<file path="src/rtl/core/sed_pkg.sv">
// ----------------------------------------------------------------------------
// sed_pkg
// Types and constants shared by the snore event detector core.
// ----------------------------------------------------------------------------
package sed_pkg;

    localparam int unsigned DATA_W   = 32;
    localparam int unsigned COUNT_W  = 16;
    localparam int unsigned CFG_IDX_W = 3;
    localparam int unsigned SMALL_W  = 6;

    // stream payload layout
    localparam int unsigned S_TDATA_W = 64;
    localparam int unsigned M_TDATA_W = 88;

    // configuration register indexes
    localparam logic [CFG_IDX_W-1:0] CFG_SNORE_THRESHOLD  = 3'd0;
    localparam logic [CFG_IDX_W-1:0] CFG_BOUT_GAP_MS      = 3'd1;
    localparam logic [CFG_IDX_W-1:0] CFG_SCORE_DELAY_MS   = 3'd2;
    localparam logic [CFG_IDX_W-1:0] CFG_MIN_WINDOWS      = 3'd3;
    localparam logic [CFG_IDX_W-1:0] CFG_POOR_DET_LIMIT   = 3'd4;
    localparam logic [CFG_IDX_W-1:0] CFG_FAIR_DET_LIMIT   = 3'd5;

    // configuration reset values
    localparam logic [DATA_W-1:0]  RST_SNORE_THRESHOLD = 32'd100000000;
    localparam logic [DATA_W-1:0]  RST_BOUT_GAP_MS     = 32'd120000;
    localparam logic [DATA_W-1:0]  RST_SCORE_DELAY_MS  = 32'd20000;
    localparam logic [SMALL_W-1:0] RST_MIN_WINDOWS     = 6'd10;
    localparam logic [SMALL_W-1:0] RST_POOR_DET_LIMIT  = 6'd12;
    localparam logic [SMALL_W-1:0] RST_FAIR_DET_LIMIT  = 6'd5;

    // input command codes
    localparam logic CMD_SAMPLE = 1'b0;
    localparam logic CMD_CLOSE  = 1'b1;

    // window extremes are held with the sign bit flipped
    localparam logic [DATA_W-1:0] SIGN_BIAS   = 32'h8000_0000;
    localparam logic [DATA_W-1:0] WIN_MAX_RST = 32'h0000_0000;
    localparam logic [DATA_W-1:0] WIN_MIN_RST = 32'hFFFF_FFFF;

    localparam logic [COUNT_W-1:0] COUNT_MAX = 16'hFFFF;

    // history class codes
    typedef logic [1:0] class_t;
    localparam class_t CLASS_QUIET = 2'd0;
    localparam class_t CLASS_SNORE = 2'd1;
    localparam class_t CLASS_BOUT  = 2'd2;

    // recent grade codes
    typedef logic [1:0] grade_t;
    localparam grade_t GRADE_CALIB = 2'd0;
    localparam grade_t GRADE_GOOD  = 2'd1;
    localparam grade_t GRADE_FAIR  = 2'd2;
    localparam grade_t GRADE_POOR  = 2'd3;

    // overall score codes
    typedef logic [1:0] score_t;
    localparam score_t SCORE_GOOD = 2'd0;
    localparam score_t SCORE_FAIR = 2'd1;
    localparam score_t SCORE_POOR = 2'd2;

    // recent bout limits
    localparam int unsigned RECENT_BOUT_POOR = 3;
    localparam int unsigned RECENT_BOUT_FAIR = 2;

    // overall score limits
    localparam logic [COUNT_W-1:0] GOOD_SNORE_BELOW = 16'd5;
    localparam logic [COUNT_W-1:0] GOOD_BOUT_BELOW  = 16'd2;
    localparam logic [COUNT_W-1:0] POOR_SNORE_ABOVE = 16'd15;
    localparam logic [COUNT_W-1:0] POOR_BOUT_ABOVE  = 16'd3;

    function automatic score_t overall_of(input logic [COUNT_W-1:0] snores,
                                          input logic [COUNT_W-1:0] bouts);
        score_t s;
        if (snores < GOOD_SNORE_BELOW && bouts < GOOD_BOUT_BELOW) begin
            s = SCORE_GOOD;
        end else if (snores > POOR_SNORE_ABOVE || bouts > POOR_BOUT_ABOVE) begin
            s = SCORE_POOR;
        end else begin
            s = SCORE_FAIR;
        end
        return s;
    endfunction

endpackage

</file>
<file path="src/rtl/core/sed_history.sv">
// ----------------------------------------------------------------------------
// sed_history
// Ring of window classes in a synchronous RAM, with running detection and
// bout counts. The entry to be overwritten is read ahead into a register.
// ----------------------------------------------------------------------------
module sed_history #(
    parameter int unsigned DEPTH = 50
) (
    input  logic                          aclk,
    input  logic                          aresetn,
    input  logic                          wr_en,
    input  sed_pkg::class_t               wr_class,
    output logic [$clog2(DEPTH+1)-1:0]    det_sum,
    output logic [$clog2(DEPTH+1)-1:0]    bout_sum,
    output logic [$clog2(DEPTH+1)-1:0]    filled
);

    localparam int unsigned POS_W = $clog2(DEPTH);
    localparam int unsigned SUM_W = $clog2(DEPTH+1);

    sed_pkg::class_t ring_mem [DEPTH];
    sed_pkg::class_t rd_class_reg;

    logic [POS_W-1:0] ring_pos_reg;
    logic [POS_W-1:0] ring_pos_next;
    logic             ring_full_reg;
    logic             wrap;
    logic [SUM_W-1:0] det_sum_reg;
    logic [SUM_W-1:0] bout_sum_reg;
    logic             det_inc;
    logic             det_dec;
    logic             bout_inc;
    logic             bout_dec;

    assign wrap = (ring_pos_reg == POS_W'(DEPTH - 1));

    always_comb begin
        ring_pos_next = ring_pos_reg;
        if (wr_en) begin
            ring_pos_next = wrap ? '0 : ring_pos_reg + POS_W'(1);
        end
    end

    // rd_class_reg always holds the entry at ring_pos_reg
    always_ff @(posedge aclk) begin
        if (wr_en) begin
            ring_mem[ring_pos_reg] <= wr_class;
        end
        rd_class_reg <= ring_mem[ring_pos_next];
    end

    assign det_inc  = (wr_class != sed_pkg::CLASS_QUIET);
    assign bout_inc = (wr_class == sed_pkg::CLASS_BOUT);
    assign det_dec  = ring_full_reg && (rd_class_reg != sed_pkg::CLASS_QUIET)
                      && (det_sum_reg != '0);
    assign bout_dec = ring_full_reg && (rd_class_reg == sed_pkg::CLASS_BOUT)
                      && (bout_sum_reg != '0);

    always_ff @(posedge aclk) begin
        if (!aresetn) begin
            ring_pos_reg  <= '0;
            ring_full_reg <= 1'b0;
            det_sum_reg   <= '0;
            bout_sum_reg  <= '0;
        end else if (wr_en) begin
            ring_pos_reg <= ring_pos_next;
            if (wrap) begin
                ring_full_reg <= 1'b1;
            end
            det_sum_reg  <= det_sum_reg + SUM_W'(det_inc) - SUM_W'(det_dec);
            bout_sum_reg <= bout_sum_reg + SUM_W'(bout_inc) - SUM_W'(bout_dec);
        end
    end

    assign det_sum  = det_sum_reg;
    assign bout_sum = bout_sum_reg;
    assign filled   = ring_full_reg ? SUM_W'(DEPTH) : SUM_W'(ring_pos_reg);

    a_bout_within_det: assert property (@(posedge aclk) disable iff (!aresetn)
        bout_sum_reg <= det_sum_reg)
        else $error("bout count exceeds detection count");

    a_det_within_fill: assert property (@(posedge aclk) disable iff (!aresetn)
        !ring_full_reg |-> (det_sum_reg <= SUM_W'(ring_pos_reg)))
        else $error("detection count exceeds filled entries");

    a_wrap_sets_full: assert property (@(posedge aclk) disable iff (!aresetn)
        (wr_en && wrap) |=> (ring_full_reg && ring_pos_reg == '0))
        else $error("ring wrap did not mark history full");

endmodule

</file>
<file path="src/rtl/core/snore_event_detector_core.sv">
// ----------------------------------------------------------------------------
// snore_event_detector_core
// Windowed peak-to-peak snore detector with bout tracking and grading.
// ----------------------------------------------------------------------------
// Takes one transfer per cycle while s_tready is high, samples and window
// closes alike. A sample (tuser 0) only updates the running window extremes
// and gives no result. A window close (tuser 1) raises m_tvalid once it has
// passed window snapshot, then spread, then snore/bout decision with ring
// update, then grading straight into the output register. The class ring
// sits in a single-port-write RAM whose next entry is read ahead into a
// register, so closes may follow each other every cycle. A two-entry output
// stage absorbs back-pressure; s_tready drops only when both entries hold
// results. The ring needs no clearing pass after reset.
module snore_event_detector_core #(
    parameter int unsigned HISTORY_DEPTH = 50
) (
    input  logic                              aclk,
    input  logic                              aresetn,

    input  logic                              s_tvalid,
    output logic                              s_tready,
    input  logic [sed_pkg::S_TDATA_W-1:0]     s_tdata,   // sample[31:0], now_ms[63:32]
    input  logic [0:0]                        s_tuser,   // command[0]

    output logic                              m_tvalid,
    input  logic                              m_tready,
    // peak_to_peak[31:0], detected[32], new_bout[33], snore_total[49:34],
    // bout_total[65:50], recent_detections[71:66], recent_bouts[77:72],
    // recent_grade[79:78], overall_score[81:80], score_valid[82], zero pad
    output logic [sed_pkg::M_TDATA_W-1:0]     m_tdata,

    input  logic                              cfg_valid,
    output logic                              cfg_ready,
    input  logic [sed_pkg::CFG_IDX_W-1:0]     cfg_index,
    input  logic [sed_pkg::DATA_W-1:0]        cfg_data
);

    localparam int unsigned SUM_W = $clog2(HISTORY_DEPTH+1);
    localparam int unsigned EXT_W = SUM_W + sed_pkg::SMALL_W;
    localparam int unsigned DW    = sed_pkg::DATA_W;
    localparam int unsigned CW    = sed_pkg::COUNT_W;
    localparam int unsigned SW    = sed_pkg::SMALL_W;

    // configuration
    logic [DW-1:0] snore_threshold_reg;
    logic [DW-1:0] bout_gap_ms_reg;
    logic [DW-1:0] score_delay_ms_reg;
    logic [SW-1:0] min_windows_reg;
    logic [SW-1:0] poor_det_limit_reg;
    logic [SW-1:0] fair_det_limit_reg;

    assign cfg_ready = 1'b1;

    always_ff @(posedge aclk) begin
        if (!aresetn) begin
            snore_threshold_reg <= sed_pkg::RST_SNORE_THRESHOLD;
            bout_gap_ms_reg     <= sed_pkg::RST_BOUT_GAP_MS;
            score_delay_ms_reg  <= sed_pkg::RST_SCORE_DELAY_MS;
            min_windows_reg     <= sed_pkg::RST_MIN_WINDOWS;
            poor_det_limit_reg  <= sed_pkg::RST_POOR_DET_LIMIT;
            fair_det_limit_reg  <= sed_pkg::RST_FAIR_DET_LIMIT;
        end else if (cfg_valid && cfg_ready) begin
            unique case (cfg_index)
                sed_pkg::CFG_SNORE_THRESHOLD: snore_threshold_reg <= cfg_data;
                sed_pkg::CFG_BOUT_GAP_MS:     bout_gap_ms_reg     <= cfg_data;
                sed_pkg::CFG_SCORE_DELAY_MS:  score_delay_ms_reg  <= cfg_data;
                sed_pkg::CFG_MIN_WINDOWS:     min_windows_reg     <= cfg_data[SW-1:0];
                sed_pkg::CFG_POOR_DET_LIMIT:  poor_det_limit_reg  <= cfg_data[SW-1:0];
                sed_pkg::CFG_FAIR_DET_LIMIT:  fair_det_limit_reg  <= cfg_data[SW-1:0];
                default: ;
            endcase
        end
    end

    // flow control
    logic out_valid_reg;
    logic skid_valid_reg;
    logic adv;
    logic s_accept;
    logic in_cmd;
    logic [DW-1:0] in_sample;
    logic [DW-1:0] in_now;
    logic [DW-1:0] in_biased;

    assign adv       = !skid_valid_reg;
    assign s_tready  = adv;
    assign s_accept  = s_tvalid && s_tready;
    assign in_cmd    = s_tuser[0];
    assign in_sample = s_tdata[DW-1:0];
    assign in_now    = s_tdata[2*DW-1:DW];
    assign in_biased = in_sample ^ sed_pkg::SIGN_BIAS;

    // running window
    logic [DW-1:0] win_max_reg;
    logic [DW-1:0] win_min_reg;
    logic          win_has_reg;

    always_ff @(posedge aclk) begin
        if (!aresetn) begin
            win_max_reg <= sed_pkg::WIN_MAX_RST;
            win_min_reg <= sed_pkg::WIN_MIN_RST;
            win_has_reg <= 1'b0;
        end else if (s_accept) begin
            if (in_cmd == sed_pkg::CMD_CLOSE) begin
                win_max_reg <= sed_pkg::WIN_MAX_RST;
                win_min_reg <= sed_pkg::WIN_MIN_RST;
                win_has_reg <= 1'b0;
            end else if (in_sample != '0) begin
                win_has_reg <= 1'b1;
                if (in_biased > win_max_reg) begin
                    win_max_reg <= in_biased;
                end
                if (in_biased < win_min_reg) begin
                    win_min_reg <= in_biased;
                end
            end
        end
    end

    // stage valids
    logic v1_reg;
    logic v2_reg;
    logic v3_reg;

    always_ff @(posedge aclk) begin
        if (!aresetn) begin
            v1_reg <= 1'b0;
            v2_reg <= 1'b0;
            v3_reg <= 1'b0;
        end else if (adv) begin
            v1_reg <= s_accept && (in_cmd == sed_pkg::CMD_CLOSE);
            v2_reg <= v1_reg;
            v3_reg <= v2_reg;
        end
    end

    // stage 1: closed window snapshot
    logic [DW-1:0] p1_max_reg;
    logic [DW-1:0] p1_min_reg;
    logic          p1_has_reg;
    logic [DW-1:0] p1_now_reg;

    always_ff @(posedge aclk) begin
        if (s_accept && in_cmd == sed_pkg::CMD_CLOSE) begin
            p1_max_reg <= win_max_reg;
            p1_min_reg <= win_min_reg;
            p1_has_reg <= win_has_reg;
            p1_now_reg <= in_now;
        end
    end

    // stage 2: spread and score validity
    logic [DW-1:0] p2_p2p_reg;
    logic [DW-1:0] p2_now_reg;
    logic          p2_score_valid_reg;
    logic [DW-1:0] p2p_next;

    always_comb begin
        p2p_next = '0;
        if (p1_has_reg && p1_max_reg > p1_min_reg) begin
            p2p_next = p1_max_reg - p1_min_reg;
        end
    end

    always_ff @(posedge aclk) begin
        if (adv) begin
            p2_p2p_reg         <= p2p_next;
            p2_now_reg         <= p1_now_reg;
            p2_score_valid_reg <= (p1_now_reg >= score_delay_ms_reg);
        end
    end

    // stage 2 work: snore, bout, totals, ring update
    logic [CW-1:0]   snore_cnt_reg;
    logic [CW-1:0]   bout_cnt_reg;
    logic [DW-1:0]   last_snore_reg;
    logic            ever_snored_reg;
    logic            det;
    logic            new_bout;
    logic [DW-1:0]   gap;
    logic            hist_wr;
    sed_pkg::class_t cls;

    assign det      = (p2_p2p_reg > snore_threshold_reg);
    assign gap      = p2_now_reg - last_snore_reg;
    assign new_bout = det && (!ever_snored_reg || gap > bout_gap_ms_reg);
    assign hist_wr  = adv && v2_reg;

    always_comb begin
        if (new_bout) begin
            cls = sed_pkg::CLASS_BOUT;
        end else if (det) begin
            cls = sed_pkg::CLASS_SNORE;
        end else begin
            cls = sed_pkg::CLASS_QUIET;
        end
    end

    always_ff @(posedge aclk) begin
        if (!aresetn) begin
            snore_cnt_reg   <= '0;
            bout_cnt_reg    <= '0;
            last_snore_reg  <= '0;
            ever_snored_reg <= 1'b0;
        end else if (hist_wr && det) begin
            if (snore_cnt_reg != sed_pkg::COUNT_MAX) begin
                snore_cnt_reg <= snore_cnt_reg + CW'(1);
            end
            if (new_bout && bout_cnt_reg != sed_pkg::COUNT_MAX) begin
                bout_cnt_reg <= bout_cnt_reg + CW'(1);
            end
            last_snore_reg  <= p2_now_reg;
            ever_snored_reg <= 1'b1;
        end
    end

    logic [SUM_W-1:0] det_sum;
    logic [SUM_W-1:0] bout_sum;
    logic [SUM_W-1:0] filled;

    sed_history #(
        .DEPTH (HISTORY_DEPTH)
    ) u_history (
        .aclk     (aclk),
        .aresetn  (aresetn),
        .wr_en    (hist_wr),
        .wr_class (cls),
        .det_sum  (det_sum),
        .bout_sum (bout_sum),
        .filled   (filled)
    );

    // stage 3: per-window fields; shared state already reflects this window
    logic [DW-1:0] p3_p2p_reg;
    logic          p3_det_reg;
    logic          p3_bout_reg;
    logic          p3_score_valid_reg;

    always_ff @(posedge aclk) begin
        if (adv) begin
            p3_p2p_reg         <= p2_p2p_reg;
            p3_det_reg         <= det;
            p3_bout_reg        <= new_bout;
            p3_score_valid_reg <= p2_score_valid_reg;
        end
    end

    logic [EXT_W-1:0]  det_ext;
    logic [EXT_W-1:0]  bout_ext;
    logic [EXT_W-1:0]  filled_ext;
    sed_pkg::grade_t   grade;
    sed_pkg::score_t   score;
    logic [sed_pkg::M_TDATA_W-1:0] result;

    assign det_ext    = EXT_W'(det_sum);
    assign bout_ext   = EXT_W'(bout_sum);
    assign filled_ext = EXT_W'(filled);

    always_comb begin
        if (filled_ext < EXT_W'(min_windows_reg)) begin
            grade = sed_pkg::GRADE_CALIB;
        end else if (det_ext >= EXT_W'(poor_det_limit_reg)
                     || bout_ext >= EXT_W'(sed_pkg::RECENT_BOUT_POOR)) begin
            grade = sed_pkg::GRADE_POOR;
        end else if (det_ext >= EXT_W'(fair_det_limit_reg)
                     || bout_ext >= EXT_W'(sed_pkg::RECENT_BOUT_FAIR)) begin
            grade = sed_pkg::GRADE_FAIR;
        end else begin
            grade = sed_pkg::GRADE_GOOD;
        end
    end

    assign score = p3_score_valid_reg ? sed_pkg::overall_of(snore_cnt_reg, bout_cnt_reg)
                                      : sed_pkg::SCORE_GOOD;

    always_comb begin
        result        = '0;
        result[31:0]  = p3_p2p_reg;
        result[32]    = p3_det_reg;
        result[33]    = p3_bout_reg;
        result[49:34] = snore_cnt_reg;
        result[65:50] = bout_cnt_reg;
        result[71:66] = det_ext[SW-1:0];
        result[77:72] = bout_ext[SW-1:0];
        result[79:78] = grade;
        result[81:80] = score;
        result[82]    = p3_score_valid_reg;
    end

    // output register with skid entry
    logic [sed_pkg::M_TDATA_W-1:0] out_data_reg;
    logic [sed_pkg::M_TDATA_W-1:0] skid_data_reg;
    logic                          out_free;

    assign out_free = !out_valid_reg || m_tready;

    always_ff @(posedge aclk) begin
        if (!aresetn) begin
            out_valid_reg  <= 1'b0;
            skid_valid_reg <= 1'b0;
        end else if (adv) begin
            if (v3_reg) begin
                if (out_free) begin
                    out_valid_reg <= 1'b1;
                end else begin
                    skid_valid_reg <= 1'b1;
                end
            end else if (m_tready) begin
                out_valid_reg <= 1'b0;
            end
        end else if (m_tready) begin
            skid_valid_reg <= 1'b0;
        end
    end

    always_ff @(posedge aclk) begin
        if (adv) begin
            if (v3_reg) begin
                if (out_free) begin
                    out_data_reg <= result;
                end else begin
                    skid_data_reg <= result;
                end
            end
        end else if (m_tready) begin
            out_data_reg <= skid_data_reg;
        end
    end

    assign m_tvalid = out_valid_reg;
    assign m_tdata  = out_data_reg;

    a_skid_behind_out: assert property (@(posedge aclk) disable iff (!aresetn)
        skid_valid_reg |-> out_valid_reg)
        else $error("skid entry held without an output entry");

    a_bout_needs_snore: assert property (@(posedge aclk) disable iff (!aresetn)
        (v3_reg && p3_bout_reg) |-> p3_det_reg)
        else $error("bout flagged on a window without a snore");

    a_bouts_within_snores: assert property (@(posedge aclk) disable iff (!aresetn)
        bout_cnt_reg <= snore_cnt_reg)
        else $error("bout total exceeds snore total");

    a_stall_freezes_ring: assert property (@(posedge aclk) disable iff (!aresetn)
        !adv |-> !hist_wr)
        else $error("history written while output stage is full");

endmodule
</file>
<file path="config.mk">
export PLATFORM = sky130hd
export DESIGN_NAME = snore_event_detector_core
export DESIGN_NICKNAME = d
export VERILOG_FILES = /design/src/rtl/core/sed_pkg.sv /design/src/rtl/core/sed_history.sv /design/src/rtl/core/snore_event_detector_core.sv
export SDC_FILE = /design/constraint.sdc
export NUM_CORES = 1
export LEC_CHECK = 0
export ABC_AREA = 1
export BUFFER_PORTS_ARGS = -buffer_cell sky130_fd_sc_hd__buf_2
export CAP_MARGIN = 25
export CELL_PAD_IN_SITES_DETAIL_PLACEMENT = 1
export CELL_PAD_IN_SITES_GLOBAL_PLACEMENT = 1
export CORE_ASPECT_RATIO = 1.2
export CORE_MARGIN = 5
export CORE_UTILIZATION = 43
export CTS_BUF_LIST = sky130_fd_sc_hd__clkbuf_4
export CTS_CLUSTER_SIZE = 30
export DETAILED_ROUTE_END_ITERATION = 12
export MAX_ROUTING_LAYER = met4
export PLACE_DENSITY_LB_ADDON = 0.1
export SETUP_SLACK_MARGIN = 0.3
export SLEW_MARGIN = 20
export SYNTH_ARGS = -nofsm -noshare
export SYNTH_HDL_FRONTEND = slang
export SYNTH_SLANG_ARGS = --single-unit
</file>
<file path="constraint.sdc">
create_clock -name aclk -period 9.65 [get_ports aclk]
set_input_delay 1.93 -clock aclk [delete_from_list [all_inputs] [get_ports aclk]]
set_output_delay 1.93 -clock aclk [all_outputs]
set_load 0.03 [all_outputs]
</file>
## After elaboration in Yosys (flattened, before gate mapping)

Memory sizes are Yosys's and may differ from the RTL's. A register that Yosys moved wholly into a read port is not among the register bits.
Cells that the tools add are included.

| word-level totals | value |
|---|---|
| memories | 1 |
| output and inout bits | 91 |
| memory bits (writable) | 100 |
| input port bits | 105 |
| bits in registers | 636 |

| operators by class | value |
|---|---|
| bitwise gates (word level) | 3 |
| magnitude comparators | 15 |
| add/subtract/negate cells | 9 |
| muxes and demuxes | 32 |
| eq/ne operators | 12 |
| reductions and logical operators | 47 |

Memories:

| memory | depth | bits a word | read ports | clocked after memory_dff | write ports | RTL line | source |
|---|---|---|---|---|---|---|---|
| u_history.ring_mem | 50 | 2 | 1 | 1 | 1 | sed_history.sv:21 | `sed_pkg::class_t ring_mem [DEPTH];` |

Operators with widths:

| operator | number |
|---|---|
| 88-bit 2-to-1 mux | 4 |
| 32-bit 2-to-1 mux | 6 |
| 32-bit greater-than comparator | 4 |
| 32-bit subtractor | 2 |
| 16-bit by 1-bit adder with 16-bit output (second input constant) | 2 |
| 32-bit >= comparator | 1 |
| 32-bit less-than comparator | 1 |
| 16-bit inequality test (second input constant) | 2 |
| 32-bit nonzero test | 1 |
| 2-bit AND reduction | 10 |
| 6-bit 2-to-1 mux | 3 |
| 16-bit by 2-bit greater-than comparator with 1-bit output (second input constant) | 1 |
| 16-bit by 4-bit greater-than comparator with 1-bit output (second input constant) | 1 |
| 16-bit by 2-bit less-than comparator with 1-bit output (second input constant) | 1 |
| 16-bit by 3-bit less-than comparator with 1-bit output (second input constant) | 1 |
| 2-bit nonzero test | 8 |
| 3-bit AND reduction | 5 |
| 2-bit 2-to-1 mux | 7 |
| 6-bit by 1-bit adder with 6-bit output | 2 |
| 6-bit by 2-bit >= comparator with 1-bit output (second input constant) | 2 |
| 6-bit >= comparator | 2 |
| 1-bit logical AND | 12 |
| 1-bit 2-to-1 mux | 12 |
| 6-bit nonzero test | 2 |
| 14 further kinds | 26 |

## Longest topological paths before layout

Gate-level depths: netlist of the first run.

| depth | value |
|---|---|
| depth in word-level cells | 8 |
| mapped depth | 34 |

## By module

A second synthesis of the first run with hierarchy kept.

| second synthesis, totals | value |
|---|---|
| cells, all modules | 3863 |
| area total of the unflattened synthesis | 35866.9 um^2 |

By module, submodules not included:

| module | cells each | instances | area each (um^2) |
|---|---|---|---|
| snore_event_detector_core | 3216 | 1 | 29819.8 |
| sed_history | 647 | 1 | 6047.0 |

## Worst setup path after synthesis of the first run

Ideal clock, no wire load.

| timing path | value |
|---|---|
| kind | input -> register |
| start point | input port m_tready |
| end point | register skid_data_reg[0] (netlist bit), enable pin |
| stages | 1 |
| buffers on the path | 0 |
| arrival time | 7653 ps |
| setup slack | 1368 ps |
| path through | nor3_1 |

| on the way | value |
|---|---|
| longest elaborated chain between the ends | 3 |

Ends and longest elaborated chain:

| item | RTL line | source |
|---|---|---|
| from (decl) | snore_event_detector_core.sv:26 | `input logic m_tready,` |
| 1-bit logical OR | snore_event_detector_core.sv:295 | `assign out_free = !out_valid_reg \|\| m_tready;` |
| 1-bit NOT (no source line) | n/a |  |
| 3-bit AND reduction (no source line) | n/a |  |
| to (signal assigned) | snore_event_detector_core.sv:322 | `skid_data_reg <= result;` |
| to (decl) | snore_event_detector_core.sv:292 | `logic [sed_pkg::M_TDATA_W-1:0] skid_data_reg;` |

Every way passes these cells.
A chain may end at the register's enable or synchronous reset.

## Final worst setup path of the first run

| timing path | value |
|---|---|
| start point | register p2_now_reg[0] |
| end point | register u_history.bout_sum_reg[4] (netlist: u_history.bout_sum[4]) |

| on the way | value |
|---|---|
| longest elaborated chain between the ends | 8 |

Ends and longest elaborated chain:

| item | RTL line | source |
|---|---|---|
| from (decl) | snore_event_detector_core.sv:154 | `logic [DW-1:0] p2_now_reg;` |
| from (signal assigned) | snore_event_detector_core.sv:168 | `p2_now_reg <= p1_now_reg;` |
| 32-bit subtractor | snore_event_detector_core.sv:185 | `assign gap = p2_now_reg - last_snore_reg;` |
| 32-bit greater-than comparator | snore_event_detector_core.sv:186 | `assign new_bout = det && (!ever_snored_reg \|\| gap > bout_gap_ms_reg);` |
| 1-bit logical OR | snore_event_detector_core.sv:186 |  |
| 1-bit logical AND | snore_event_detector_core.sv:186 |  |
| 2-bit 2-to-1 mux | snore_event_detector_core.sv:190 | `if (new_bout) begin` |
| via cls[1] | snore_event_detector_core.sv:182 | `sed_pkg::class_t cls;` |
| 2-bit == test | sed_history.sv:53 | `assign bout_inc = (wr_class == sed_pkg::CLASS_BOUT);` |
| 6-bit by 1-bit adder with 6-bit output | sed_history.sv:71 | `bout_sum_reg <= bout_sum_reg + SUM_W'(bout_inc) - SUM_W'(bout_dec);` |
| 6-bit by 1-bit subtractor with 6-bit output | sed_history.sv:71 |  |
| to (signal assigned) | sed_history.sv:71 |  |
| to (decl) | sed_history.sv:29 | `logic [SUM_W-1:0] bout_sum_reg;` |

The timed path passes the listed nets, and every way through them passes these cells.

==> summary.md, run 1 <==
| Metric | Value |
|---|---|
| Core area | 83020 um2 |
| Die X-Extent | 273.4 um |
| Final Hold Fails | 0 |
| DRC viols | 0 |
| Initial Util | 43.12% |
| CP Data Arrival Time | 6.27 ns |
| Synthesis Warnings | 0 |
| Final estimated routing congestion in global placement | 0.9039 |
| Seq/Total Area, Yosys | 53.94% |
| Drt pass-1 iters | 4 |
| PwrDens | 173.4 nW/um2 |
| R2R Path End | u_history.bout_sum[4] |
| Max reg flops | 100 |
| Post-synth cell types | 64 |
| Worst Clk Skew | 0.07638 ns |
| Req. time, crit path | 10.56 ns |
| Num ports | 196 |
| Reg2reg path depth | 33 |
| Longest Clk Path Bufs | 3 |
| Vias in the first global route | 28780 |
| Initial antenna violation count | 10 |
| GRT overflow | 0 |
| Total vias in the final route | 27280 |
| Clk sink count | 733 |
| CP most frequent cell | nand2_1 |
| Mean area per synthesized cell | 9.497 um2 |
| Vias per cell | 5.098 |
| Worst reg2reg startpoint | p2_now_reg[0] |
| HPWL Detailed | 70500 um |
| Fin Setup TNS | 0 ns |
| Slew @ Worst Pin | 0.9806 ns |
| EDFF count, synth | 463 |
| Syn Std Cell Area | 35790 um2 |
| Final Setup Violations | 0 |
| Pre-CTS WS | 4.173 ns |
| Detailed Route Iter0 Violations | 1197 |
| Worst min path class | reg2reg |
| Slowest-stage cell, CP | buf_4 |
| Hold Path End | skid_data_reg[1] |
| CTS tree | yes |
| # hold bufs at CTS | 0 |
| Hold Crit Depth | 0 |
| Setup ws final | 4.293 ns |
| H-tree depth | 4 |
| Clk root buf | clkbuf_4 |
| Worst Path Max Fanout | 52 |
| Crit end category | flip-flop |
| Async S/R FF share, synth | 0% |
| Die ar. | 89140 um2 |
| Post-CTS Setup Bufs | 0 |
| Number of CTS-inserted buffers | 189 |
| Routed len/inst | 18.23 um |
| GRT Total Usage | 22.49% |
| # nets final | 4425 |
| FP Rows | 116 |
| Synth-to-Final Area Change | 13.09% |
| Worst reg-to-reg setup slack | 4.29 ns |
| Die Y | 326.1 um |
| Final Max Tran Viols | 0 |
| Startpoint Class | flip-flop |
| Final worst path period share | 55.51% |
| Final min period | 5.357 ns |
| Main synth FF type | edfxtp_1 |
| Post-CTS sizing | 0 |
| Share of cells above drive strength 1 | 16.18% |
| Clk slew on worst S/H paths | 0.07 ns |
| Outcome | finished clean |
| First-pass GRT wire length | 155500 um |
| F_max | 186.7 MHz |
| Routed Antenna Nets | 0 |
| Max cap viols | 0 |
| Synthesized flop and latch total | 733 |
| Max incr delay on CP | 0.46 ns |
| Cells after Synth | 3769 |
| Slew HR | 34.63% |
| PortBufs | 189 |
| Clk_lat worst skew | 1.05 ns |
| RSZ-0062 raised after global routing | no |
| Largest net degree at the start of global routing | 79 |
| Setup CP Type | reg2reg |
| Worst vdd ir | 0.0001203 V |
| WL final | 97530 um |
| Static Leak | 16.91 nW |
| Min-delay src | p3_p2p_reg[1] |
## critical path: cells and delay by family (launching register included)
family / cells / cell delay [ns]
AOI/OAI and AO/OA: 4 / 0.77
xor gates and xnor gates: 2 / 0.28
adders and majority gates: 5 / 1.48
buffers and inverters: 5 / 0.73
DFF: 1 / 0.37
and+or+nand+nor: 17 / 1.58
## routing by layer
layer	part of all wire [%]	up-vias	routed length, um	global-route usage [%]
met3	3.5	149	3372	3.941
met4	1.9	0	1807	6.186
met5	0	-	0	-
met2	49	457	48140	37.66
met1	45	13180	44210	28.27
li1	-	13490	-	-
## synth_stat cells (50+ instances only)
master | count | area, um2
nand2_1 | 697 | 2616
a21oi_1 | 331 | 1657
inv_1 | 478 | 1794
clkbuf_1 | 79 | 296.5
dfxtp_1 | 270 | 5405
o21ai_0 | 243 | 1216
edfxtp_1 | 463 | 13900
nor2_1 | 258 | 968.4
ha_1 | 262 | 3278
o211ai_1 | 73 | 548.0
xor2_1 | 50 | 437.9
nand3_1 | 169 | 845.8
## worst max-delay path by stage
stage	to	cells after the start	start
6_report	u_history.bout_sum[4]	33	p2_now_reg[0]
3_3_place_gp	u_history.bout_sum[4]	33	p2_now_reg[0]
5_1_grt	u_history.bout_sum[4]	32	p2_now_reg[0]
2_1_floorplan	skid_data_reg[0]	1	m_tready
4_1_cts	u_history.bout_sum[4]	33	p2_now_reg[0]
3_5_place_dp	u_history.bout_sum[4]	33	p2_now_reg[0]
## cell usage in the layout (no fill, tap or decap), types with 5 or more instances in the layout
cell type,n
edfxtp_1,463
or2_0,11
a21o_1,14
nor2_1,254
or2_1,16
a211oi_1,5
buf_4,26
o21ai_1,14
or2_2,28
nor3_1,26
bufinv_16,8
o211ai_1,73
a21oi_1,331
nand2_2,18
nor4_1,17
o21ai_0,243
buf_2,188
o21a_1,10
dfxtp_1,269
a31oi_1,11
a21oi_2,30
nor2_2,22
o21bai_1,7
nand2_1,697
clkinv_2,17
conb_1,6
xor2_1,50
nand3_1,169
inv_2,19
diode_2,10
clkbuf_4,289
inv_1,478
xnor2_1,11
nand4_1,39
ha_1,262
clkinv_1,38
## kinds of logic after synthesis
logic type	share of synthesized area, %
AO/OA/AOI/OAI	12.16
XOR/XNOR	1.493
adder cells (fa/ha/maj)	9.382
buffers and inverters	7.033
flip-flops	53.94
other	0.02098
AND/OR/NAND/NOR	15.97
## cell type report
cell class | instances | area (um2)
Tap cell | 1121 | 1403
Fill cell | 9750 | 42540
Clock buffer | 289 | 2170
Multi-Input combinational cell | 2417 | 14020
Clock inverter | 68 | 491.7
Antenna cell | 10 | 25.02
Timing Repair Buffer | 216 | 1167
Sequential cell | 733 | 19310
Inverter | 497 | 1888
## power breakdown
part | total (mW) | internal (mW) | switching (mW)
registers | 3.46 | 3.41 | 0.0494
logic | 0.646 | 0.218 | 0.428
clock network | 2.91 | 1.59 | 1.32
## per-stage QoR
step	power (mW)	util, %	hold WS (ns)	std cells	cell area, um2
after global routing	7.394	48.75	0.3901	5349	40470
after detailed placement	4.180	45.52	0.4172	4984	37790
after CTS	7.131	48.72	0.3839	5341	40450
final	7.018	48.76	0.3871	5351	40480
after floorplan	3.957	-	0.4003	3773	35810
after global placement	4.161	45.49	0.4107	4983	37770
Power figures use the tool's default switching activity.
==> run 2, diff against run 1 <==
clock period = 5.17 ns   (was 9.65 ns; I/O delays follow)
==> summary.md, run 2 (same netlist as run 1, synthesis figures left out) <==
| Metric | Value |
|---|---|
| Vias in the first global route | 28690 (-0.33%) |
| Max reg flops | 100 (unchanged) |
| Setup CP Type | reg2reg |
| CP Data Arrival Time | 5.39 ns (-0.88 ns) |
| Final Max Tran Viols | 0 (unchanged) |
| Fin Setup TNS | 0 ns (unchanged) |
| Synth-to-Final Area Change | 13.38% |
| Largest net degree at the start of global routing | 103 (+30%) |
| Most frequent cells in the layout | nand2_1 (693), inv_1 (477), edfxtp_1 (463) |
| Sequential share of power | 49.6% (+0.3 points) |
| Startpoint Class | flip-flop |
| Max cap viols | 0 (unchanged) |
| Final Setup Violations | 0 (unchanged) |
| Buf+Inv Stages, Crit Path | 4 (-1) |
| Routed Antenna Nets | 0 (unchanged) |
| Die Y | 326.1 um (unchanged) |
| Share of cells above drive strength 1 | 16.90% (+0.71 points) |
| # nets final | 4433 (+0.18%) |
| Hold Crit Depth | 1 (+1) |
| Worst Clk Skew | 0.06144 ns (-0.01494 ns) |
| Core area | 83020 um2 (unchanged) |
| PortBufs | 189 (unchanged) |
| Final min period | 4.475 ns (-0.8815 ns) |
| Register area | 19310 um2 (unchanged) |
| Longest Clk Path Bufs | 3 (unchanged) |
| FP Rows | 116 (unchanged) |
| Layout fillers | 9669 (-0.83%) |
| Area of the multi-input gates | 14100 um2 (+0.53%) |
| Combinational fraction of design power | 9.4% (+0.2 points) |
| Detailed Route Iter0 Violations | 1398 (+17%) |
| Met2 wire len | 48720 um (+1.2%) |
| GRT overflow | 0 (unchanged) |
| Worst vdd ir | 0.0001739 V (+45%) |
| Wl on met1 | 43680 um (-1.2%) |
| Slew HR | 34.81% (+0.18 points) |
| Worst min path class | in2reg |
| Top Family by Delay on Critical Path | simple AND/OR/NAND/NOR gates |
| H-tree depth | 4 (unchanged) |
| Worst reg-to-reg setup slack | 0.69 ns (-3.60 ns) |
| F_max | 223.5 MHz (+20%) |
| R2R Path End | u_history.bout_sum[4] |
| Internal power | 9.654 mW (+85%) |
| Die ar. | 89140 um2 (unchanged) |
| Clk sink count | 733 (unchanged) |
| Min-delay src | s_tdata[58] |
| Initial antenna violation count | 4 (-6) |
| WL final | 98090 um (+0.58%) |
| Worst Path Max Fanout | 4 (-92%) |
| Commonest non-fill, non-tap cell in the layout | nand2_1 |
| Hold Path End | p1_now_reg[26] |
| Clk slew on worst S/H paths | 0.07 ns (about the same) |
| Worst reg2reg startpoint | p2_now_reg[0] |
| RSZ-0062 raised after global routing | no |
| Total vias in the final route | 27420 (+0.50%) |
| CP most frequent cell | nand2_1 |
| Clock Power Share | 41.0% (-0.5 points) |
| Drt pass-1 iters | 5 (+1) |
| Num ports | 196 (unchanged) |
| Final worst path period share | 86.56% (+31 points) |
| Reg2reg path depth | 32 (-3.0%) |
| Clk_lat worst skew | 1.06 ns (about the same) |
| Routed len/inst | 18.32 um (+0.52%) |
| HPWL Detailed | 71180 um (+0.96%) |
| Sw Pwr | 3.361 mW (+87%) |
| Vias per cell | 5.121 (+0.44%) |
| Final estimated routing congestion in global placement | 0.9244 (+2.3%) |
| Clk root buf | clkbuf_4 |
| Slowest-stage cell, CP | edfxtp_1 |
| Initial Util | 43.12% (unchanged) |
| Crit end category | flip-flop |
| PwrDens | 320.7 nW/um2 (+85%) |
| First-pass GRT wire length | 154800 um (-0.42%) |
| Static Leak | 16.95 nW (+0.22%) |
| Outcome | finished clean |
| DR top layer | met4 |
| Final Hold Fails | 0 (unchanged) |
| DR WL met3 | 3507 um (+4.0%) |
| Max incr delay on CP | 0.36 ns (-0.10 ns) |
| Switching share of power | 25.83% (+0.18 points) |
| CTS tree | yes |
| Die X-Extent | 273.4 um (unchanged) |
| Req. time, crit path | 6.08 ns (-4.48 ns) |
| Number of CTS-inserted buffers | 191 (+1.1%) |
| GRT Total Usage | 22.54% (+0.043 points) |
| Final core area utilization | 48.88% (+0.13 points) |
| Slew @ Worst Pin | 0.9747 ns (-0.005922 ns) |
| DRC viols | 0 (unchanged) |
run 2: cell count changes in the layout (fill, tap and decap cells not counted), sizes merged:
cell,delta
buf,+6
bufinv,-5
clkbuf,+21
clkinv,-14
clkinvlp,+4
diode,-8
inv,-1
run 2: power by group through the flow:
stage	sequential, mW	clock [mW]	combinational (mW)
floorplan	6.56	0	0.824
global placement	6.58	0	1.19
detailed placement	6.59	0	1.22
CTS	6.46	5.53	1.23
global route	6.47	5.86	1.39
finish	6.46	5.34	1.22
run 2: timing repair:
item	CTS	global route
pin swaps	0	7
hold buffers	0	0
gates resized for setup	3	18
setup endpoints to repair	2	5
setup buffers	0	3
run 2: worst max path at each step:
| stage | slack, ns | startpoint | to | cells after the start |
|---|---|---|---|---|
| 2_1_floorplan | 0.39 | p2_now_reg[0] | u_history.bout_sum[4] | 32 |
| 3_3_place_gp | 0.33 | p2_now_reg[0] | u_history.bout_sum[4] | 31 |
| 3_5_place_dp | 0.27 | p2_now_reg[0] | u_history.bout_sum[4] | 31 |
| 4_1_cts | 0.33 | p2_now_reg[0] | u_history.bout_sum[4] | 32 |
| 5_1_grt | 0.33 | p2_now_reg[0] | u_history.bout_sum[5] | 33 |
| 6_report | 0.69 | p2_now_reg[0] | u_history.bout_sum[4] | 32 |
run 2: layout make-up:
| type | count | area share (%) |
|---|---|---|
| tap | 1121 | 3.456 |
| clock buffer | 310 | 5.735 |
| clock inverter | 52 | 0.7739 |
| sequential | 733 | 47.59 |
| antenna | 2 | 0.01233 |
| timing repair buffer | 222 | 3.049 |
| inverter | 497 | 4.652 |
| multi-input combinational | 2417 | 34.73 |
run 2: layer usage:
metal  vias up  global-route usage (%)
met5         -                       -
met3       152                   3.543
li1      13500                       -
met1     13290                   27.89
met4         0                   6.899
met2       474                   38.17
run 2: worst reg2reg max path, delay by kind of cell, from the launching register on:
family,cells,cell delay (ns)
and+or+nand+nor,17,1.53
buffers and inverters,4,0.29
DFF,1,0.36
xor gates and xnor gates,2,0.28
adders and majority gates,5,1.27
AOI/OAI and AO/OA,4,0.57
run 2: metrics by stage:
stage / cells / hold slack, ns / power, mW / cell area (um2) / setup WS (ns)
6_report: 5354 / 0.1594 / 13.02 / 40580 / 0.6948
5_1_grt: 5353 / 0.06018 / 13.72 / 40580 / 0.3315
4_1_cts: 5349 / 0.008109 / 13.21 / 40490 / 0.3350
3_5_place_dp: 4987 / 0.4098 / 7.804 / 37840 / 0.2667
3_3_place_gp: 4986 / 0.4158 / 7.773 / 37820 / 0.3305
2_1_floorplan: 3773 / 0.4003 / 7.384 / 35820 / 0.3899
==> run 3, diff against run 2 <==
==> constraint.sdc (replaced) <==
create_clock -name aclk -period 5.17 [get_ports aclk]
set_input_delay 0.517 -clock aclk [delete_from_list [all_inputs] [get_ports aclk]]
set_output_delay 0.517 -clock aclk [all_outputs]
set_load 0.03 [all_outputs]
==> summary.md, run 3 (same netlist as run 1, synthesis figures left out) <==
| Metric | Value |
|---|---|
| Outcome | finished clean |
| First-pass GRT wire length | 158400 um (+2.3%) |
| Slew @ Worst Pin | 0.9528 ns (-0.02187 ns) |
| Worst min path class | in2reg |
| Die ar. | 89140 um2 (unchanged) |
| Longest Clk Path Bufs | 3 (unchanged) |
| Final min period | 4.554 ns (+0.07887 ns) |
| Initial antenna violation count | 6 (+2) |
| F_max | 219.6 MHz (-1.7%) |
| WL final | 100400 um (+2.4%) |
| Worst Path Max Fanout | 3 (-1) |
| Routed Antenna Nets | 0 (unchanged) |
| CP most frequent cell | nand2_1 |
| Routed len/inst | 18.38 um (+0.31%) |
| Largest net degree at the start of global routing | 101 (-1.9%) |
| Final worst path period share | 88.09% (+1.5 points) |
| DP Cell Count | 4986 (-0.020%) |
| FP Rows | 116 (unchanged) |
| DRC viols | 0 (unchanged) |
| Slowest-stage cell, CP | edfxtp_1 |
| Die X-Extent | 273.4 um (unchanged) |
| Max reg flops | 100 (unchanged) |
| # nets final | 4547 (+2.6%) |
| Initial Util | 43.12% (unchanged) |
| PortBufs | 189 (unchanged) |
| Crit end category | flip-flop |
| Total vias in the final route | 27940 (+1.9%) |
| Num ports | 196 (unchanged) |
| Clk_lat worst skew | 1.05 ns (about the same) |
| H-tree depth | 4 (unchanged) |
| Buf+Inv Stages, Crit Path | 5 (+1) |
| PwrDens | 313.4 nW/um2 (-2.3%) |
| Commonest non-fill, non-tap cell in the layout | nand2_1 |
| Layout Cells excl Fill | 5464 (+2.1%) |
| Static Leak | 17.37 nW (+2.4%) |
| Slew HR | 36.27% (+1.5 points) |
| CP Data Arrival Time | 5.44 ns (+0.05 ns) |
| Synth-to-Final Area Change | 16.36% |
| Detailed Route Iter0 Violations | 1233 (-12%) |
| Final Hold Fails | 0 (unchanged) |
| Top Family by Delay on Critical Path | adder cells |
| Drt pass-1 iters | 5 (unchanged) |
| Number of CTS-inserted buffers | 194 (+1.6%) |
| Most frequent cells in the layout | nand2_1 (694), inv_1 (477), edfxtp_1 (463) |
| Pre-CTS WS | 0.2138 ns (-0.05293 ns) |
| Max cap viols | 0 (unchanged) |
| Die Y | 326.1 um (unchanged) |
| Max incr delay on CP | 0.38 ns (+0.02 ns) |
| Worst vdd ir | 0.0001521 V (-13%) |
| Clk slew on worst S/H paths | 0.07 ns (about the same) |
| Placement-stage cell area | 37830 um2 (about the same) |
| Worst reg-to-reg setup slack | 0.62 ns (-0.08 ns) |
| Core area | 83020 um2 (unchanged) |
| Final Instance Area | 41650 um2 (+2.6%) |
| Clk root buf | clkbuf_4 |
| Setup CP Type | reg2reg |
| Final Setup Violations | 0 (unchanged) |
| Fin Setup TNS | 0 ns (unchanged) |
| Vias per cell | 5.114 (-0.13%) |
| GRT Total Usage | 23.04% (+0.50 points) |
| HPWL Detailed | 70970 um (-0.29%) |
| Vias in the first global route | 29450 (+2.7%) |
| GRT overflow | 0 (unchanged) |
| CTS tree | yes |
| RSZ-0062 raised after global routing | no |
| Final estimated routing congestion in global placement | 0.9225 (-0.21%) |
| Final Max Tran Viols | 0 (unchanged) |
| Startpoint Class | flip-flop |
| Setup ws final | 0.6159 ns (-0.07886 ns) |
| Worst Clk Skew | 0.05079 ns (-0.01065 ns) |
| Req. time, crit path | 6.06 ns (-0.02 ns) |
| Clk sink count | 733 (unchanged) |
| Share of cells above drive strength 1 | 16.16% (-0.74 points) |
## run 3: area by class of cell
class,instances,area [um2]
Timing Repair Buffer,333,2351
Multi-Input combinational cell,2417,14080
Clock inverter,53,314.1
Fill cell,9674,41370
Clock buffer,305,2290
Inverter,497,1888
Tap cell,1121,1403
Antenna cell,5,12.51
Sequential cell,733,19310
## run 3: worst reg2reg max path, delay by kind of cell, from the launching register on
family	cells	cell delay [ns]
AO/OA/AOI/OAI	6	0.98
AND/OR/NAND/NOR	11	0.97
flip-flops	1	0.38
buffers and inverters	5	0.47
XOR/XNOR	2	0.35
adder cells (fa/ha/maj)	5	1.29
## run 3: through the flow
| stage | util [%] | hold slack, ns | power (mW) |
|---|---|---|---|
| 2_1_floorplan | - | 0.4003 | 7.384 |
| 5_1_grt | 50.17 | 0.08150 | 13.77 |
| 3_3_place_gp | 45.55 | 0.4098 | 7.774 |
| 4_1_cts | 50.07 | 0.03290 | 13.25 |
| 6_report | 50.17 | 0.1757 | 13.05 |
| 3_5_place_dp | 45.57 | 0.4121 | 7.810 |
## run 3: where the power goes
part | switching [mW] | internal (mW) | leakage (nW)
registers | 0.0911 | 6.37 | 6.65
logic | 0.829 | 0.469 | 9.16
clock network | 2.43 | 2.87 | 1.56
total | 3.35 | 9.71 | 17.4
## run 3: worst paths after layout
kind	depth (start not counted)	from	end
worst min register to register	0	win_has_reg	p1_has_reg
worst max register to register	29	p2_now_reg[0]	u_history.bout_sum[4]
worst max-delay path	29	p2_now_reg[0]	u_history.bout_sum[4]
worst min-delay path	2	s_tdata[53]	p1_now_reg[21]
## run 3: metal layers
metal  share of wire (%)  vias to the layer above  track usage (%)
li1                    -                    13720                -
met1                  44                    13580            27.81
met2                  50                      470            39.29
met3                 3.6                      175            3.978
met4                 2.6                        0            7.601
met5                   0                        -                -
## run 3: timing repair
| action | in CTS | in global routing |
|---|---|---|
| hold endpoints to repair | 247 | 0 |
| hold buffers | 112 | 0 |
| resized for setup | 4 | 14 |
| endpoints found under the setup margin | 2 | 3 |
| pin swaps | 0 | 8 |
| buffers inserted | 0 | 3 |
